==> src/hdl/hds_pkg.sv <==
package hds_pkg;

    // Default sizing of the chain
    localparam int MAX_STEPS_DEF    = 16;
    localparam int SAMPLE_WIDTH_DEF = 16;

    // Fixed field widths
    localparam int GAIN_WIDTH  = 16;
    localparam int STEPS_WIDTH = 5;
    localparam int FRAC_BITS   = 16;
    localparam int APB_AW      = 3;
    localparam int APB_DW      = 32;

    // Register indexes (paddr[2])
    localparam logic REG_GAIN  = 1'b0;
    localparam logic REG_STEPS = 1'b1;

    // Register reset values
    localparam logic [GAIN_WIDTH-1:0]  GAIN_RESET  = 16'd16384;
    localparam logic [STEPS_WIDTH-1:0] STEPS_RESET = 5'd16;

    // Fill codes of a cell
    localparam logic [1:0] FILL_EMPTY = 2'd0;
    localparam logic [1:0] FILL_ONE   = 2'd1;
    localparam logic [1:0] FILL_MANY  = 2'd2;

    // Control side of one point moving between cells
    typedef struct packed {
        logic valid;
        logic last;
    } t_tok_ctl;

endpackage

==> src/hdl/hds_cell.sv <==
module hds_cell #(
    parameter int SAMPLE_WIDTH = hds_pkg::SAMPLE_WIDTH_DEF
) (
    input  logic                                i_clk,
    input  logic                                i_rst_n,
    input  logic [hds_pkg::GAIN_WIDTH-1:0]      i_gain,
    input  hds_pkg::t_tok_ctl                   i_in,
    output logic                                o_in_ready,
    input  logic signed [SAMPLE_WIDTH-1:0]      i_in_data,
    output hds_pkg::t_tok_ctl                   o_out,
    input  logic                                i_out_ready,
    output logic signed [SAMPLE_WIDTH-1:0]      o_out_data
);

    localparam int LAP_W  = SAMPLE_WIDTH + 2;
    localparam int PROD_W = hds_pkg::GAIN_WIDTH + 1 + LAP_W;
    localparam int TERM_W = PROD_W - hds_pkg::FRAC_BITS;
    localparam int SUM_W  = TERM_W + 1;
    localparam logic signed [SUM_W-1:0] SAT_HI = SUM_W'((64'sd1 <<< (SAMPLE_WIDTH - 1)) - 1);
    localparam logic signed [SUM_W-1:0] SAT_LO = SUM_W'(-(64'sd1 <<< (SAMPLE_WIDTH - 1)));
    localparam logic signed [PROD_W-1:0] ROUND_HALF = PROD_W'(64'sd1 <<< (hds_pkg::FRAC_BITS - 1));

    logic [1:0]                    r_fill;
    logic signed [SAMPLE_WIDTH-1:0] r_older;
    logic signed [SAMPLE_WIDTH-1:0] r_newer;
    logic                          r_out_valid;
    logic                          r_out_last;
    logic signed [SAMPLE_WIDTH-1:0] r_out_data;
    logic                          r_pend_valid;
    logic signed [SAMPLE_WIDTH-1:0] r_pend_data;

    logic                          out_free;
    logic                          accept;
    logic                          emit_a;
    logic signed [LAP_W-1:0]       lap;
    logic signed [PROD_W-1:0]      prod;
    logic signed [PROD_W-1:0]      prod_rnd;
    logic signed [TERM_W-1:0]      term;
    logic signed [SUM_W-1:0]       sum;
    logic signed [SAMPLE_WIDTH-1:0] adv;
    logic signed [SAMPLE_WIDTH-1:0] a_data;

    // Handshake: a second (flushed) point waits in the pending slot
    assign out_free   = !r_out_valid || i_out_ready;
    assign o_in_ready = !r_pend_valid && out_free;
    assign accept     = i_in.valid && o_in_ready;
    assign emit_a     = (r_fill != hds_pkg::FILL_EMPTY);

    // One FTCS update of the held centre point, round half up, saturate
    always_comb begin
        lap      = LAP_W'(r_older) + LAP_W'(i_in_data) - (LAP_W'(r_newer) <<< 1);
        prod     = $signed({1'b0, i_gain}) * lap;
        prod_rnd = prod + ROUND_HALF;
        term     = prod_rnd[PROD_W-1:hds_pkg::FRAC_BITS];
        sum      = SUM_W'(r_newer) + SUM_W'(term);
        if (sum > SAT_HI) begin
            adv = SAT_HI[SAMPLE_WIDTH-1:0];
        end else if (sum < SAT_LO) begin
            adv = SAT_LO[SAMPLE_WIDTH-1:0];
        end else begin
            adv = sum[SAMPLE_WIDTH-1:0];
        end
        // first point of a row is a boundary and passes unchanged
        a_data = (r_fill == hds_pkg::FILL_ONE) ? r_newer : adv;
    end

    // Window, fill count and output registers
    always_ff @(posedge i_clk) begin
        if (!i_rst_n) begin
            r_fill       <= hds_pkg::FILL_EMPTY;
            r_out_valid  <= 1'b0;
            r_pend_valid <= 1'b0;
        end else begin
            if (out_free) begin
                if (r_pend_valid) begin
                    r_out_valid  <= 1'b1;
                    r_out_data   <= r_pend_data;
                    r_out_last   <= 1'b1;
                    r_pend_valid <= 1'b0;
                end else if (accept && (emit_a || i_in.last)) begin
                    r_out_valid  <= 1'b1;
                    r_out_data   <= emit_a ? a_data : i_in_data;
                    r_out_last   <= !emit_a;
                    r_pend_valid <= emit_a && i_in.last;
                end else begin
                    r_out_valid  <= 1'b0;
                end
            end
            if (accept) begin
                r_older     <= r_newer;
                r_newer     <= i_in_data;
                r_pend_data <= i_in_data;
                if (i_in.last) begin
                    r_fill <= hds_pkg::FILL_EMPTY;
                end else if (emit_a) begin
                    r_fill <= hds_pkg::FILL_MANY;
                end else begin
                    r_fill <= hds_pkg::FILL_ONE;
                end
            end
        end
    end

    assign o_out.valid = r_out_valid;
    assign o_out.last  = r_out_last;
    assign o_out_data  = r_out_data;

    // A pending point only ever sits behind a full output register
    a_pend_behind_out: assert property (@(posedge i_clk) disable iff (!i_rst_n)
        r_pend_valid |-> r_out_valid)
        else $error("pending point without output point");

    // Fill count never takes the unused code
    a_fill_code: assert property (@(posedge i_clk) disable iff (!i_rst_n)
        r_fill != 2'd3)
        else $error("bad fill count");

    // End of row empties the window
    a_row_end_clears: assert property (@(posedge i_clk) disable iff (!i_rst_n)
        (accept && i_in.last) |=> (r_fill == hds_pkg::FILL_EMPTY))
        else $error("window not cleared at row end");

    // A last point with a held point ahead of it leaves a pending flush
    a_flush_queued: assert property (@(posedge i_clk) disable iff (!i_rst_n)
        (accept && i_in.last && emit_a) |=> r_pend_valid)
        else $error("flushed point lost");

endmodule
==> config.mk <==
export PLATFORM = sky130hd
export DESIGN_NAME = hds_cell
export DESIGN_NICKNAME = d
export VERILOG_FILES = /design/src/hdl/hds_pkg.sv /design/src/hdl/hds_cell.sv
export SDC_FILE = /design/constraint.sdc
export NUM_CORES = 1
export LEC_CHECK = 0
export ABC_AREA = 0
export BUFFER_PORTS_ARGS = -buffer_cell sky130_fd_sc_hd__buf_2
export CORE_MARGIN = 5
export CORE_UTILIZATION = 25
export CTS_BUF_LIST = sky130_fd_sc_hd__clkbuf_4 sky130_fd_sc_hd__clkbuf_8
export DETAILED_ROUTE_END_ITERATION = 16
export PLACE_DENSITY_LB_ADDON = 0.12
export SLEW_MARGIN = 20
export SYNTH_ARGS = -nofsm -noshare
export SYNTH_HDL_FRONTEND = slang
export SYNTH_SLANG_ARGS = --single-unit
==> constraint.sdc <==
create_clock -name i_clk -period 12.3 [get_ports i_clk]
set_input_delay 0.615 -clock i_clk [delete_from_list [all_inputs] [get_ports i_clk]]
set_output_delay 0.615 -clock i_clk [all_outputs]
set_load 0.1 [all_outputs]
==> impl_metrics.json <==
{
  "grt_max_degree": 33,
  "tightest_slew_ps": 942,
  "ant_nets": 0,
  "dieArea_um2": 67900,
  "finalSetupTns_ps": 0,
  "num_vias": 11100,
  "hold_violations": 0,
  "synth_edf_count": 49,
  "drt_iter0_drc": 448,
  "area_growth_pct": 9.27,
  "r2r_start": "r_pend_data[1]",
  "crit_start": "r_pend_data[1]",
  "port_buffers": 55,
  "grt_overflow_total": 0,
  "cts.sinks": 53,
  "cap_violations": 0,
  "start_util_pct": 25.3,
  "grt_pass1_vias": 12200,
  "synth_cell_types": 67,
  "io_pins": 56,
  "maxSlewHeadroom_pct": 36.7,
  "fin_crit_ps": 11380,
  "fin_util_pct": 27.7,
  "dpl-instance-area_um2": 17000,
  "synthesis.area_um2": 15700,
  "multiInputGateArea_um2": 12300,
  "start_kind": "flip-flop",
  "die_h_um": 261,
  "dp_hpwl_mm": 35.2,
  "hold_path.class": "input port to flip-flop",
  "routabilityCongestion": 0.798,
  "cp_top_family": "adder cells",
  "clockBufferDepth": 2,
  "path_common_cell": "fa_1",
  "critPathBufInv": 8,
  "path_max_fanout": 14,
  "async_flop_share_pct": 0,
  "ys_ff_latch": 53,
  "cts_hold_buf": 0,
  "antenna_cells": 0,
  "ys_seq_area_share_pct": 9.88,
  "h-tree-depth": 2,
  "grt_pass1_wl_mm": 68.9,
  "antenna_found_initial": 1,
  "cts_made_buffers": 5,
  "finish.instance_area_um2": 17200,
  "cts-root-buf": "clkbuf_8",
  "synth_fp_nets": 2212,
  "ys.flop_type": "edfxtp_1",
  "cts_tree": "yes",
  "max_stage_delay_ps": 570,
  "cp_data_required_time_ps": 12370,
  "regToRegSetupSlack_ps": 920,
  "routedWlPerCell_um": 16.2,
  "fin_worst_skew_ps": 14.9,
  "syn-mean-instance-area_um2": 9.06,
  "drc": 0,
  "fillers": 6750,
  "fmax_mhz": 87.9,
  "first_pass_iters": 4,
  "via_per_inst": 4.26,
  "rows": 91,
  "yosys_warnings": 0,
  "cp_data_arrival_time_ps": 11450,
  "period_share_pct": 92.5,
  "outcome": "complete, no violations",
  "wl_mm": 42.0,
  "crit_slowest_cell": "fa_1",
  "seq_area_um2": 1550,
  "rsz0062_at_grt": "false",
  "track_usage_pct": 12.7,
  "clkTransAtPathRegs_ps": 110,
  "die_w_um": 261,
  "slew_violations": 0,
  "path_class": "flip-flop to flip-flop",
  "core_area_um2": 61900,
  "worstSkewPairLatency_ps": 320,
  "worstHoldStart": "i_in_data[5]",
  "cp-end-kind": "flip-flop",
  "nets": 2239,
  "drive_gt1_share_pct": 6.59,
  "setup_viol": 0,
  "synthCells": 1732,
  "whs_ps": 478
}
-- kinds of logic after synthesis --
kind of cell,after synthesis,share of synthesized area [%]
muxes,17,1.12
AOI/OAI and AO/OA,184,8.19
and+or+nand+nor,466,15.3
DFF,53,9.88
xor gates and xnor gates,62,3.46
adders and majority gates,443,49.8
buffers and inverters,507,12.2
-- stage by stage --
step / setup slack, ps / cells
final: 921 / 2597
after global routing: 93.6 / 2597
after CTS: 498 / 2596
after detailed placement: 242 / 2588
after global placement: 337 / 2588
after floorplan: 1450 / 1732
-- synthesized netlist by cell type, types with 14 or more instances --
library cell    n  area [um^2]
inv_1         443         1660
fa_1          303         6070
and2_1        163         1020
nand2_1       159          597
ha_1          140         1750
a21oi_1        58          290
clkbuf_1       55          206
edfxtp_1       49         1470
xnor2_1        44          385
nor2_1         36          135
nand2b_1       32          200
o21ai_0        22          110
xor2_1         18          158
nor2b_1        17          106
nor3_1         16         80.1
nand3_1        14         70.1
o22ai_1        14         87.6
-- cells in the final DEF (no fill, tap or decap), drive strengths merged, types with 3 or more instances in the layout --
master   count
inv        444
fa         303
and2       163
nand2      159
ha         140
buf         83
a21oi       58
edfxtp      49
xnor2       44
nor2        36
nand2b      32
o21ai       23
xor2        18
nor2b       17
nor3        16
nand3       14
o22ai       14
a21o        13
mux2i       12
a2bb2oi     10
a211oi       9
or3          8
and3         7
o21a         7
o211ai       6
mux2         5
nand4        5
clkbuf       5
a211o        4
o22a         4
a22oi        4
dfxtp        4
o21bai       3
or2          3
a22o         3
o311ai       3
-- flip-flops by register name (all words and copies together) (netlist names) --
name	flops
r_older	16
r_fill	2
r_pend_valid	1
o_out_data	16
r_out_last	1
r_pend_data	16
r_out_valid	1
-- what timing repair did --
item                                    4_1_cts  5_1_grt
resized for setup                             0        4
endpoints found under the hold margin         0        0
setup buffers                                 0        1
endpoints found under the setup margin        0       15
-- final timing paths --
path / end / cells after the start
worst min register to register: r_pend_valid / 2
worst max register to register: o_out_data[1] / 42
worst max-delay path: o_out_data[1] / 42
worst min-delay path: r_pend_data[5] / 1
-- layout make-up --
| class | instances | area share [%] |
|---|---|---|
| inverter | 444 | 9.72 |
| timing repair buffer | 83 | 2.90 |
| clock inverter | 3 | 0.292 |
| clock buffer | 5 | 0.401 |
| sequential | 53 | 9.04 |
| tap | 837 | 6.10 |
| multi-input combinational | 1172 | 71.5 |
-- layer usage --
| layer | up-vias | wire, um | global-route usage (%) |
|---|---|---|---|
| li1 | 5314 | - | - |
| met1 | 5676 | 19300 | 17.0 |
| met2 | 75 | 22100 | 23.7 |
| met3 | 9 | 460 | 0.668 |
| met4 | 0 | 153 | 0.690 |
| met5 | - | 0 | 0 |
Power is left out: the tool's default activity adds up to more than one toggle a clock period on the data nets, which glitch-free logic cannot reach.
